`src/sv/vocp_pkg.sv`:
```
package vocp_pkg;

	// field widths
	localparam int unsigned CODE_W = 12;
	localparam int unsigned TEMP_W = 12;
	localparam int unsigned PPM_W  = 10;
	localparam int unsigned BASE_W = 12;

	// baseline divider: constant numerator over 33 * (11200 + rs)
	localparam logic [30:0] BASE_NUM = 31'd1146600000;
	localparam int unsigned D1_BITS = 12;
	localparam int unsigned D1_STEP = 4;
	localparam int unsigned D1_ST   = D1_BITS / D1_STEP;

	// ratio divider: quotient overflow is signalled by a flag
	localparam int unsigned D2_BITS = 16;
	localparam int unsigned D2_STEP = 4;
	localparam int unsigned D2_ST   = D2_BITS / D2_STEP;

	// code limits
	localparam logic [CODE_W-1:0] CODE_LOW  = 12'd100;
	localparam logic [CODE_W-1:0] CODE_POLE = 12'd3102;
	localparam logic [7:0]        PPM_FLOOR = 8'd100;

	localparam logic [PPM_W-1:0] MAX_PPM_RST = 10'd100;

	// side data through the baseline divider
	typedef struct packed {
		logic [CODE_W-1:0] code;
		logic [25:0]       mag;
		logic              low;
		logic              pole;
	} side_t;

	// side data through the ratio divider
	typedef struct packed {
		logic [BASE_W-1:0] base;
		logic              low;
		logic              pole;
		logic              ovf;
	} tail_t;

endpackage

```
`src/sv/voc_ppm_from_adc_with_temp_baseline_unit.sv`:
```
// Gas-sensor concentration estimator, one result per input transfer.
// s_tvalid/s_tready/s_tdata carry adc_code and temp_tenths; m_* carries
// voc_ppm and baseline_code. cfg_valid/cfg_ready/cfg_data write max_ppm,
// the upper clamp (always ready; write it only while the pipe is empty).
// Throughput: one item per cycle while results are taken, no state between items.
// Stages from input transfer to m_tvalid:
//   1 stage baseline line segment, 3 stages of the baseline divider
//   (4 quotient bits each), 1 multiply stage, 4 stages of the ratio
//   divider (4 quotient bits each), 1 curve stage, 1 output register.
// The whole pipe advances when the output register is empty or taken;
// when the receiver stalls with a result waiting, every stage holds and
// s_tready drops, so nothing is lost or repeated. Bubbles stay in place.
// Reset (arst_n low) clears all valid bits and sets max_ppm to 100.
module voc_ppm_from_adc_with_temp_baseline_unit (
	input  logic        clk,
	input  logic        arst_n,
	input  logic        s_tvalid,
	output logic        s_tready,
	input  logic [23:0] s_tdata,   // [11:0] adc_code, [23:12] temp_tenths
	output logic        m_tvalid,
	input  logic        m_tready,
	output logic [23:0] m_tdata,   // [9:0] voc_ppm, [21:10] baseline_code, [23:22] zero
	input  logic        cfg_valid,
	output logic        cfg_ready,
	input  logic [9:0]  cfg_data   // max_ppm
);

	localparam int unsigned D1_ST = vocp_pkg::D1_ST;
	localparam int unsigned D2_ST = vocp_pkg::D2_ST;

	logic en;
	logic [vocp_pkg::PPM_W-1:0] max_ppm_q;

	// config register
	assign cfg_ready = 1'b1;
	always_ff @(posedge clk or negedge arst_n) begin
		if (!arst_n) begin
			max_ppm_q <= vocp_pkg::MAX_PPM_RST;
		end else if (cfg_valid) begin
			max_ppm_q <= cfg_data;
		end
	end

	// global advance
	logic v_s11;
	assign en       = !v_s11 || m_tready;
	assign s_tready = en;

	// ---------------- stage 1: segment line and divisor ----------------
	logic [11:0]        in_code;
	logic signed [21:0] t_x;
	logic signed [21:0] lin;
	logic [20:0]        rs_sum;
	logic [24:0]        den1_n;
	vocp_pkg::side_t    side_n;

	assign in_code = s_tdata[11:0];
	assign t_x     = {{10{s_tdata[23]}}, s_tdata[23:12]};

	always_comb begin
		priority if (t_x <= 22'sd200) begin
			lin = 22'sd17000 - 22'sd35 * t_x;
		end else if (t_x <= 22'sd300) begin
			lin = 22'sd15000 - 22'sd25 * t_x;
		end else if (t_x <= 22'sd400) begin
			lin = 22'sd13800 - 22'sd21 * t_x;
		end else if (t_x <= 22'sd600) begin
			lin = 22'sd13000 - 22'sd19 * t_x;
		end else begin
			lin = 22'sd1600;
		end
	end

	// 11200 + 8 * lin, then times 33
	assign rs_sum = 21'd11200 + {lin[17:0], 3'b000};
	assign den1_n = {rs_sum[19:0], 5'b00000} + 25'(rs_sum);

	always_comb begin
		side_n.code = in_code;
		side_n.mag  = 26'd62040000 - 26'(in_code) * 26'd20000;
		side_n.low  = (in_code <= vocp_pkg::CODE_LOW);
		side_n.pole = (in_code >= vocp_pkg::CODE_POLE);
	end

	logic            v_s1;
	logic [24:0]     den1_s1;
	vocp_pkg::side_t side_s1;

	always_ff @(posedge clk or negedge arst_n) begin
		if (!arst_n) begin
			v_s1 <= 1'b0;
		end else if (en) begin
			v_s1 <= s_tvalid;
		end
	end

	always_ff @(posedge clk) begin
		if (en) begin
			den1_s1 <= den1_n;
			side_s1 <= side_n;
		end
	end

	// ---------------- stages 2..4: baseline divider ----------------
	logic [25:0]                   d1_rem_s  [D1_ST-1];
	logic [24:0]                   d1_den_s  [D1_ST-1];
	logic [vocp_pkg::D1_BITS-1:0]  d1_q_s    [D1_ST];
	logic                          d1_v_s    [D1_ST];
	vocp_pkg::side_t               d1_side_s [D1_ST];

	for (genvar k = 0; k < D1_ST; k++) begin : g_d1
		logic [25:0]                  rem_in;
		logic [24:0]                  den_in;
		logic [vocp_pkg::D1_BITS-1:0] q_in;
		logic                         v_in;
		vocp_pkg::side_t              side_in;
		logic [25:0]                  rem_n;
		logic [vocp_pkg::D1_BITS-1:0] q_n;

		if (k == 0) begin : g_first
			assign rem_in  = 26'(vocp_pkg::BASE_NUM[30:vocp_pkg::D1_BITS]);
			assign den_in  = den1_s1;
			assign q_in    = '0;
			assign v_in    = v_s1;
			assign side_in = side_s1;
		end else begin : g_next
			assign rem_in  = d1_rem_s[k-1];
			assign den_in  = d1_den_s[k-1];
			assign q_in    = d1_q_s[k-1];
			assign v_in    = d1_v_s[k-1];
			assign side_in = d1_side_s[k-1];
		end

		// restoring steps, one quotient bit each
		always_comb begin
			rem_n = rem_in;
			q_n   = q_in;
			for (int j = 0; j < vocp_pkg::D1_STEP; j++) begin
				rem_n = {rem_n[24:0],
					vocp_pkg::BASE_NUM[vocp_pkg::D1_BITS-1-k*vocp_pkg::D1_STEP-j]};
				if (rem_n >= {1'b0, den_in}) begin
					rem_n = rem_n - {1'b0, den_in};
					q_n   = {q_n[vocp_pkg::D1_BITS-2:0], 1'b1};
				end else begin
					q_n   = {q_n[vocp_pkg::D1_BITS-2:0], 1'b0};
				end
			end
		end

		always_ff @(posedge clk or negedge arst_n) begin
			if (!arst_n) begin
				d1_v_s[k] <= 1'b0;
			end else if (en) begin
				d1_v_s[k] <= v_in;
			end
		end

		always_ff @(posedge clk) begin
			if (en) begin
				d1_q_s[k]    <= q_n;
				d1_side_s[k] <= side_in;
			end
		end

		if (k < D1_ST - 1) begin : g_carry
			always_ff @(posedge clk) begin
				if (en) begin
					d1_rem_s[k] <= rem_n;
					d1_den_s[k] <= den_in;
				end
			end
		end
	end

	// ---------------- stage 5: numerator and divisor of the ratio ----------------
	logic [vocp_pkg::BASE_W-1:0] base_c;
	logic [12:0]                 kfac;
	logic                        v_s5;
	logic [37:0]                 num_s5;
	logic [24:0]                 den2_s5;
	vocp_pkg::tail_t             tail_s5;

	assign base_c = d1_q_s[D1_ST-1];
	assign kfac   = 13'd6204 - {base_c, 1'b0};

	always_ff @(posedge clk or negedge arst_n) begin
		if (!arst_n) begin
			v_s5 <= 1'b0;
		end else if (en) begin
			v_s5 <= d1_v_s[D1_ST-1];
		end
	end

	always_ff @(posedge clk) begin
		if (en) begin
			num_s5       <= 38'(d1_side_s[D1_ST-1].mag) * 38'(base_c);
			den2_s5      <= 25'(d1_side_s[D1_ST-1].code) * 25'(kfac);
			tail_s5.base <= base_c;
			tail_s5.low  <= d1_side_s[D1_ST-1].low;
			tail_s5.pole <= d1_side_s[D1_ST-1].pole;
			tail_s5.ovf  <= 1'b0;
		end
	end

	// ---------------- stages 6..9: ratio divider ----------------
	logic [25:0]                   d2_rem_s  [D2_ST-1];
	logic [24:0]                   d2_den_s  [D2_ST-1];
	logic [vocp_pkg::D2_BITS-1:0]  d2_lo_s   [D2_ST-1];
	logic [vocp_pkg::D2_BITS-1:0]  d2_q_s    [D2_ST];
	logic                          d2_v_s    [D2_ST];
	vocp_pkg::tail_t               d2_tail_s [D2_ST];

	for (genvar k = 0; k < D2_ST; k++) begin : g_d2
		logic [25:0]                  rem_in;
		logic [24:0]                  den_in;
		logic [vocp_pkg::D2_BITS-1:0] lo_in;
		logic [vocp_pkg::D2_BITS-1:0] q_in;
		logic                         v_in;
		vocp_pkg::tail_t              tail_in;
		logic [25:0]                  rem_n;
		logic [vocp_pkg::D2_BITS-1:0] q_n;

		if (k == 0) begin : g_first
			assign rem_in = 26'(num_s5[37:vocp_pkg::D2_BITS]);
			assign den_in = den2_s5;
			assign lo_in  = num_s5[vocp_pkg::D2_BITS-1:0];
			assign q_in   = '0;
			assign v_in   = v_s5;
			// quotient would not fit: ratio far above the curve range
			always_comb begin
				tail_in     = tail_s5;
				tail_in.ovf = (rem_in >= {1'b0, den_in});
			end
		end else begin : g_next
			assign rem_in  = d2_rem_s[k-1];
			assign den_in  = d2_den_s[k-1];
			assign lo_in   = d2_lo_s[k-1];
			assign q_in    = d2_q_s[k-1];
			assign v_in    = d2_v_s[k-1];
			assign tail_in = d2_tail_s[k-1];
		end

		always_comb begin
			rem_n = rem_in;
			q_n   = q_in;
			for (int j = 0; j < vocp_pkg::D2_STEP; j++) begin
				rem_n = {rem_n[24:0], lo_in[vocp_pkg::D2_BITS-1-k*vocp_pkg::D2_STEP-j]};
				if (rem_n >= {1'b0, den_in}) begin
					rem_n = rem_n - {1'b0, den_in};
					q_n   = {q_n[vocp_pkg::D2_BITS-2:0], 1'b1};
				end else begin
					q_n   = {q_n[vocp_pkg::D2_BITS-2:0], 1'b0};
				end
			end
		end

		always_ff @(posedge clk or negedge arst_n) begin
			if (!arst_n) begin
				d2_v_s[k] <= 1'b0;
			end else if (en) begin
				d2_v_s[k] <= v_in;
			end
		end

		always_ff @(posedge clk) begin
			if (en) begin
				d2_q_s[k]    <= q_n;
				d2_tail_s[k] <= tail_in;
			end
		end

		if (k < D2_ST - 1) begin : g_carry
			always_ff @(posedge clk) begin
				if (en) begin
					d2_rem_s[k] <= rem_n;
					d2_den_s[k] <= den_in;
					d2_lo_s[k]  <= lo_in;
				end
			end
		end
	end

	// ---------------- stage 10: piecewise-linear curve ----------------
	logic [vocp_pkg::D2_BITS-1:0] x;
	vocp_pkg::tail_t              tl;
	logic [12:0]                  slope;
	logic signed [30:0]           icpt;
	logic signed [30:0]           acc;
	logic [1:0]                   sel;
	logic [7:0]                   y_n;

	localparam logic [1:0] SEL_ZERO  = 2'd0;
	localparam logic [1:0] SEL_LINE  = 2'd1;
	localparam logic [1:0] SEL_FLOOR = 2'd2;

	assign x  = d2_q_s[D2_ST-1];
	assign tl = d2_tail_s[D2_ST-1];

	always_comb begin
		slope = 13'd0;
		icpt  = 31'sd0;
		priority if (tl.ovf || x > 16'd5000) begin
			sel = SEL_ZERO;
		end else if (x >= 16'd2000) begin
			sel = SEL_LINE;  slope = 13'd196;  icpt = 31'sd1048576;
		end else if (x >= 16'd900) begin
			sel = SEL_LINE;  slope = 13'd1191; icpt = 31'sd3038488;
		end else if (x >= 16'd300) begin
			sel = SEL_LINE;  slope = 13'd7645; icpt = 31'sd8847360;
		end else begin
			sel = SEL_FLOOR;
		end
	end

	assign acc = icpt - $signed(31'(slope) * 31'(x));

	// low code forces zero; past the pole the ratio is negative
	always_comb begin
		priority if (tl.low) begin
			y_n = 8'd0;
		end else if (tl.pole) begin
			y_n = vocp_pkg::PPM_FLOOR;
		end else if (sel == SEL_FLOOR) begin
			y_n = vocp_pkg::PPM_FLOOR;
		end else if (sel == SEL_LINE && !acc[30]) begin
			y_n = acc[23:16];
		end else begin
			y_n = 8'd0;
		end
	end

	logic                        v_s10;
	logic [7:0]                  y_s10;
	logic [vocp_pkg::BASE_W-1:0] base_s10;

	always_ff @(posedge clk or negedge arst_n) begin
		if (!arst_n) begin
			v_s10 <= 1'b0;
		end else if (en) begin
			v_s10 <= d2_v_s[D2_ST-1];
		end
	end

	always_ff @(posedge clk) begin
		if (en) begin
			y_s10    <= y_n;
			base_s10 <= tl.base;
		end
	end

	// ---------------- stage 11: clamp and output register ----------------
	logic [vocp_pkg::PPM_W-1:0]  ppm_s11;
	logic [vocp_pkg::BASE_W-1:0] base_s11;

	always_ff @(posedge clk or negedge arst_n) begin
		if (!arst_n) begin
			v_s11 <= 1'b0;
		end else if (en) begin
			v_s11 <= v_s10;
		end
	end

	always_ff @(posedge clk) begin
		if (en) begin
			ppm_s11  <= (10'(y_s10) > max_ppm_q) ? max_ppm_q : 10'(y_s10);
			base_s11 <= base_s10;
		end
	end

	assign m_tvalid = v_s11;
	assign m_tdata  = {2'b00, base_s11, ppm_s11};

endmodule

```
`config.mk`:
```
export PLATFORM = sky130hd
export DESIGN_NAME = voc_ppm_from_adc_with_temp_baseline_unit
export DESIGN_NICKNAME = d
export VERILOG_FILES = /design/src/sv/vocp_pkg.sv /design/src/sv/voc_ppm_from_adc_with_temp_baseline_unit.sv
export SDC_FILE = /design/constraint.sdc
export NUM_CORES = 2
export LEC_CHECK = 0
export ABC_CLOCK_PERIOD_IN_PS = 12600
export BUFFER_PORTS_ARGS = -buffer_cell sky130_fd_sc_hd__buf_2
export CORE_ASPECT_RATIO = 2
export CORE_UTILIZATION = 45
export DETAILED_ROUTE_END_ITERATION = 8
export HOLD_SLACK_MARGIN = 0.12
export PLACE_DENSITY_LB_ADDON = 0.3
export SLEW_MARGIN = 15
export SYNTH_ARGS = -nofsm -noshare
export SYNTH_HDL_FRONTEND = slang
export SYNTH_SLANG_ARGS = --single-unit
```
`constraint.sdc`:
```
create_clock -name clk -period 12.6 [get_ports clk]
set_input_delay 0.63 -clock clk [delete_from_list [all_inputs] [get_ports clk]]
set_output_delay 0.63 -clock clk [all_outputs]
set_load 0.01 [all_outputs]
```
## Yosys cells after proc, flatten, opt, wreduce, memory -nomap -nowiden

Memory sizes are Yosys's and may differ from the RTL's.
Cells that the tools add are included.

- RAM bits: 583
- Flip-flop bits (word level): 205
- Output and inout port bits: 27
- Memories kept: 9

- Reduce and logical (&&, ||, !) cells: 6
- Multiplexer cells: 76
- Eq/ne operators: 2
- Bitwise logic cells: 1
- Order comparisons: 40
- Multipliers: 8
- Add/subtract/negate cells: 35

Memory list:

| name | depth | width | rd ports | clocked after memory_dff | write ports | line | RTL |
|---|---|---|---|---|---|---|---|
| d1_side_s | 3 | 40 | 3 | 0 | 3 | voc_ppm_from_adc_with_temp_baseline_unit.sv:109 | `vocp_pkg::side_t d1_side_s [D1_ST];` |
| d2_rem_s | 3 | 26 | 3 | 0 | 3 | voc_ppm_from_adc_with_temp_baseline_unit.sv:206 | `logic [25:0] d2_rem_s [D2_ST-1];` |
| d2_den_s | 3 | 25 | 3 | 0 | 3 | voc_ppm_from_adc_with_temp_baseline_unit.sv:207 | `logic [24:0] d2_den_s [D2_ST-1];` |
| d2_q_s | 4 | 16 | 4 | 0 | 4 | voc_ppm_from_adc_with_temp_baseline_unit.sv:209 | `logic [vocp_pkg::D2_BITS-1:0] d2_q_s [D2_ST];` |
| d2_tail_s | 4 | 15 | 4 | 0 | 4 | voc_ppm_from_adc_with_temp_baseline_unit.sv:211 | `vocp_pkg::tail_t d2_tail_s [D2_ST];` |
| d1_rem_s | 2 | 26 | 2 | 0 | 2 | voc_ppm_from_adc_with_temp_baseline_unit.sv:105 | `logic [25:0] d1_rem_s [D1_ST-1];` |
| +3 memories | n/a | n/a | n/a | n/a | n/a | n/a |  |

Operators by type and width:

| cell | count |
|---|---|
| >= comparator 26 x 25 -> 1 bit | 26 |
| two-way mux 25 bit | 21 |
| subtractor 25 bit | 19 |
| two-way mux 26 bit | 5 |
| subtractor 26 x 25 -> 26 bit | 5 |
| two-way mux 24 bit | 4 |
| two-way mux 18 bit | 4 |
| multiplier 6 x 12 -> 18 bit, first input constant | 3 |
| subtractor 15 x 18 -> 18 bit, first input constant | 3 |
| two-way mux 13 bit | 4 |
| multiplier 26 x 12 -> 38 bit | 1 |
| two-way mux 1 bit | 30 |
| subtractor 24 x 29 -> 30 bit | 1 |
| multiplier 13 x 16 -> 29 bit | 1 |
| subtractor 26 bit, first input constant | 1 |
| adder 25 x 21 -> 25 bit | 1 |
| >= comparator 20 x 25 -> 1 bit, first input constant | 1 |
| >= comparator 22 x 25 -> 1 bit | 1 |
| >= comparator 23 x 25 -> 1 bit | 1 |
| multiplier 12 x 13 -> 25 bit | 1 |
| subtractor 20 x 25 -> 25 bit, first input constant | 1 |
| subtractor 23 x 25 -> 25 bit | 1 |
| <= comparator 12 x 10 -> 1 bit, second input constant | 2 |
| adder 14 x 21 -> 21 bit, first input constant | 1 |
| other kinds (23) | 30 |

## Depth between registers and ports, before layout

An unclocked memory read counts as a cell.

- Depth in word-level cells: 13
- Mapped depth: 58
- Mapped depth without buffers: 52

## Least setup slack after synthesis

Ideal clock, no wire load.

- Kind: in2reg
- Start: input port m_tready
- End: register base_s10[0] (netlist name), enable pin
- Data required time: 11.619 ns
- Stages on the path: 3
- Setup slack: -1.564 ns
- Arrival time: 13.183 ns
- Buffers on the path: 1
- Library setup time: 0.981 ns
- Cell sequence: nor2b_1 clkbuf_1 inv_1

- Longest elaborated chain between the ends: 1

RTL lines:

| what | line | RTL |
|---|---|---|
| from (decl) | voc_ppm_from_adc_with_temp_baseline_unit.sv:21 | `input logic m_tready,` |
| logical OR 1 bit | voc_ppm_from_adc_with_temp_baseline_unit.sv:46 | `assign en = !v_s11 \|\| m_tready;` |
| via s_tready | voc_ppm_from_adc_with_temp_baseline_unit.sv:18 | `output logic s_tready,` |
| to (signal assigned) | voc_ppm_from_adc_with_temp_baseline_unit.sv:347 | `base_s10 <= tl.base;` |
| to (decl) | voc_ppm_from_adc_with_temp_baseline_unit.sv:334 | `logic [vocp_pkg::BASE_W-1:0] base_s10;` |

The timed path passes the listed nets, and every way through them passes these cells.
A chain may end at the register's enable or synchronous reset.

==> impl_summary.log <==
[metrics] sequential area share after synthesis: 0.237
[metrics] DRC: 0
[metrics] worst relative slew slack: 0.241
[metrics] Worst EP required: about 13 ns
[metrics] Tightest Hold Check Type: in -> reg
[metrics] Most used DFF post-synth: sky130_fd_sc_hd__edfxtp_1
[metrics] highest metal layer with signal wires: met5
[metrics] detailed-routed wire length on met2: roughly 140000 um
[metrics] Setup-failing EPs final: 0
[metrics] core area: around 180000 sq um
[metrics] pin count of the biggest net entering global routing: 180
[metrics] data arrival time of the critical path: roughly 13 ns
[metrics] worst setup timing slack at the placement stage: -0.133 ns
[metrics] Filler Cells Inserted: between 15000 and 20000
[metrics] Std-Cell Rows: about 220
[metrics] actual slew at the worst max-slew pin: roughly 1.1 ns
[metrics] buffer cell driving the clock tree root: sky130_fd_sc_hd__clkbuf_16
[metrics] number of enable-type register cells in the synthesized netlist: approximately 640
[metrics] RR Startpoint: d2_den_s[0][27]
[metrics] Routability Congestion: 1.02
[metrics] WL per Instance: roughly 21 um
[metrics] final net count: 11000
[metrics] ranking of synthesized cells by area: sky130_fd_sc_hd__edfxtp_1 23%, sky130_fd_sc_hd__ha_1 18%, sky130_fd_sc_hd__fa_1 12%, sky130_fd_sc_hd__inv_1 5.2%, sky130_fd_sc_hd__mux2_2 4.6%
[metrics] global-route wire length before repair: between 300000 and 400000 um
[metrics] Startpoint Class: flip-flop
[metrics] wire length on met3: just over 6000 um
[metrics] number of top-level pins: 66
[metrics] Slew Limit Fails: 0
[metrics] total via count after detailed routing: 66200
[metrics] met1 wire length: ~75000 um
[metrics] floorplan die width: 305 um
[metrics] netlist area before placement: ~83000 sq um
[metrics] library cells used by synthesis: between 100 and 150
[metrics] WS Path Type: reg -> reg
[metrics] Worst path max stage delay: between 0.4 and 0.5 ns
[metrics] Worst path slowest cell: sky130_fd_sc_hd__edfxtp_1
[metrics] Critical path origin: d2_den_s[0][27]
[metrics] average size of a mapped cell: ~9.4 sq um
[metrics] final routed wirelength across all metal layers: 242000 um
[metrics] Total Routing Usage GR: 0.261
[metrics] IO buf count: between 60 and 70
[metrics] clk slew on worst S/H paths: approximately 0.060 ns
[metrics] final number of hold-violating endpoints: 0
[metrics] minimum setup slack in the final design: between 0.5 and 0.6 ns
[metrics] total number of yosys warnings: 0
[metrics] final clock period utilization by the worst path: 0.959
[metrics] number of antenna violations at the first check in global routing: 3
[metrics] TritonCTS clock tree: yes
[metrics] Initial Util: 0.453
[metrics] number of global-route vias before repair: ~72000
[metrics] number of max-cap violations: 0
[metrics] per-cell via count in the routed design: around 5.7
[metrics] Final Critical Period: ~12 ns
[metrics] drt first-iter violations: around 2800
[metrics] growth of design area from synthesis to finish: 10.2%
[metrics] clock network latency to the later pin of the worst-skew pair: a little over 0.7 ns
[metrics] number of levels in the clock H-tree: 3
[metrics] Die Area: around 190000 sq um
[metrics] number of antenna-violating nets in the routed design: 0
[metrics] height of the die: slightly above 600 um
[metrics] clock sink count: 657
[metrics] iteration count of the initial detailed-routing pass: 5
[metrics] Layout Skew: around 0.065 ns
[metrics] RSZ-0062 raised after global routing: false
[metrics] Most Frequent Cell on Critical Path: sky130_fd_sc_hd__buf_4
[metrics] buffer depth of the longest clock path: 3
[metrics] number of register bits inferred by synthesis: ~660
[metrics] grt total ovfl: 0
[metrics] clock buffer count from CTS: roughly 70
[metrics] min-delay src: cfg_data[2]
[metrics] Detail Placement HPWL: 203000 um
[metrics] Max Fclk: approximately 83 MHz
[metrics] largest area contributor in the synthesized netlist: sky130_fd_sc_hd__edfxtp_1
[metrics] kind of end point of the critical path: flip-flop
[metrics] proportion of layout cells with a drive suffix above 1: 0.114
[metrics] FFs w/ async S/R, synth: 0.0320
[metrics] Cells after Synth: 8840
[metrics] CP max FO: 26
[metrics] area share of the largest cell type after synthesis: 0.231
[metrics] run status: finished clean
## flip-flops by register name, indices dropped and copies added, names as in the netlist, 34 cells and up
register      flops
g_d1.side_in     34
d1_den_s         44
d2_q_s           40
d1_side_s       102
d2_rem_s         74
d2_tail_s        60
d1_rem_s         44
d2_den_s         69
## cell usage in the layout (no fill, tap or decap), types with 62 or more instances in the layout
master	synthesis	layout
sky130_fd_sc_hd__buf_4	11	348
sky130_fd_sc_hd__a31oi_1	64	62
sky130_fd_sc_hd__and2_1	170	170
sky130_fd_sc_hd__a21oi_1	583	573
sky130_fd_sc_hd__o21ai_0	382	367
sky130_fd_sc_hd__inv_1	1135	1133
sky130_fd_sc_hd__clkbuf_16	0	73
sky130_fd_sc_hd__fa_1	513	513
sky130_fd_sc_hd__xor2_1	212	212
sky130_fd_sc_hd__nor2_1	495	493
sky130_fd_sc_hd__nor3_1	147	146
sky130_fd_sc_hd__nand2b_1	118	118
sky130_fd_sc_hd__o21bai_1	71	71
sky130_fd_sc_hd__nand4_1	65	65
sky130_fd_sc_hd__ha_1	1177	1177
sky130_fd_sc_hd__conb_1	2	72
sky130_fd_sc_hd__edfxtp_1	636	636
sky130_fd_sc_hd__buf_2	14	62
sky130_fd_sc_hd__a21o_1	260	260
sky130_fd_sc_hd__o21a_1	153	153
sky130_fd_sc_hd__xnor2_1	408	407
sky130_fd_sc_hd__mux2_2	336	336
sky130_fd_sc_hd__nor2b_1	106	106
sky130_fd_sc_hd__nand3_1	126	126
sky130_fd_sc_hd__nand2_1	749	748
## worst max-delay path: cells and delay by family, from the launching register on
kind	cells	cell delay (ns)
flip-flops	1	0.43
adder cells (fa/ha/maj)	4	1.26
buffers and inverters	11	1.88
AND/OR/NAND/NOR	9	1.87
AO/OA/AOI/OAI	32	6.40
## through the flow
step                      instances  setup TNS, ns  hold slack [ns]   util  instance area [sq um]
after floorplan                8910              0            0.334      -                  83000
after detailed placement      11500          -2.13            0.405  0.484                  88400
after global placement        11500          -8.01            0.400  0.484                  88400
after CTS                     11600              0            0.121  0.497                  90900
after global routing          11700              0            0.148  0.499                  91100
final                         11700              0            0.169  0.499                  91100
## repair_timing
item | in CTS | in global routing
resized for setup | 2 | 59
cloned | 0 | 0
pin swaps | 0 | 7
setup endpoints to repair | 22 | 122
hold buffers | 3 | 0
setup buffers | 0 | 4
endpoints found under the hold margin | 20 | 0
## synthesized netlist by cell type, types with 14 or more instances
cell type                  instances
sky130_fd_sc_hd__a21oi_1         583
sky130_fd_sc_hd__dfrtp_1          18
sky130_fd_sc_hd__mux2_2          336
sky130_fd_sc_hd__fa_1            513
sky130_fd_sc_hd__a31oi_1          64
sky130_fd_sc_hd__nand2b_1        118
sky130_fd_sc_hd__buf_2            14
sky130_fd_sc_hd__a221o_1          26
sky130_fd_sc_hd__a211o_1          20
sky130_fd_sc_hd__o21a_1          153
sky130_fd_sc_hd__o41ai_1          16
sky130_fd_sc_hd__mux2i_1          31
sky130_fd_sc_hd__ha_1           1177
sky130_fd_sc_hd__o21ai_0         382
sky130_fd_sc_hd__o21bai_1         71
sky130_fd_sc_hd__a21o_1          260
sky130_fd_sc_hd__o22ai_1          14
sky130_fd_sc_hd__a31o_2           29
sky130_fd_sc_hd__inv_1          1135
sky130_fd_sc_hd__xnor2_1         408
sky130_fd_sc_hd__nor4_1           28
sky130_fd_sc_hd__or2_2            37
sky130_fd_sc_hd__nor2_1          495
sky130_fd_sc_hd__mux2_4           17
sky130_fd_sc_hd__a211oi_1         58
sky130_fd_sc_hd__nand3_1         126
sky130_fd_sc_hd__edfxtp_1        636
sky130_fd_sc_hd__nor2b_1         106
sky130_fd_sc_hd__a21boi_0         34
sky130_fd_sc_hd__o211ai_1         31
sky130_fd_sc_hd__nor3_1          147
sky130_fd_sc_hd__nand4_1          65
sky130_fd_sc_hd__xor2_1          212
sky130_fd_sc_hd__nand2_1         749
sky130_fd_sc_hd__o31ai_1          48
sky130_fd_sc_hd__or3_1            41
sky130_fd_sc_hd__clkbuf_1        135
sky130_fd_sc_hd__and3_1           58
sky130_fd_sc_hd__and2_1          170
## kinds of logic after synthesis
group | share of synthesized area
buffers and inverters | 0.0605
xor gates and xnor gates | 0.0659
muxes | 0.0533
other | 0.0000908
DFF | 0.237
adders and majority gates | 0.302
AOI/OAI and AO/OA | 0.154
and+or+nand+nor | 0.126
## final timing paths
path	end	slack, ns	cells after the start
setup / recovery	d2_rem_s[0][56]	0.51	56
hold / removal	max_ppm_q[2]	0.17	3
setup reg to reg	d2_rem_s[0][56]	0.51	56
hold reg to reg	d1_side_s[0][67]	0.40	0
max in group asynchronous	max_ppm_q[5]	11.78	2
min in group asynchronous	max_ppm_q[3]	0.42	2
## layout make-up
type	count	area (sq um)	share of cell area
Timing Repair Buffer	429	3260	0.0358
Multi-Input combinational cell	6938	58600	0.643
Clock buffer	83	1900	0.0209
Tap cell	2352	2940	0.0323
Clock inverter	48	510	0.00560
Sequential cell	657	19600	0.215
Inverter	1143	4300	0.0472
Antenna cell	3	7.51	0.0000824
## metal layers
metal	up-vias	global-route usage
met2	1496	0.529
met5	-	0
li1	31600	-
met1	32200	0.214
met4	4	0.234
met3	880	0.0261
Power is not shown: default switching activity piles up to over one toggle a cycle in this logic, so the estimate is an artifact.
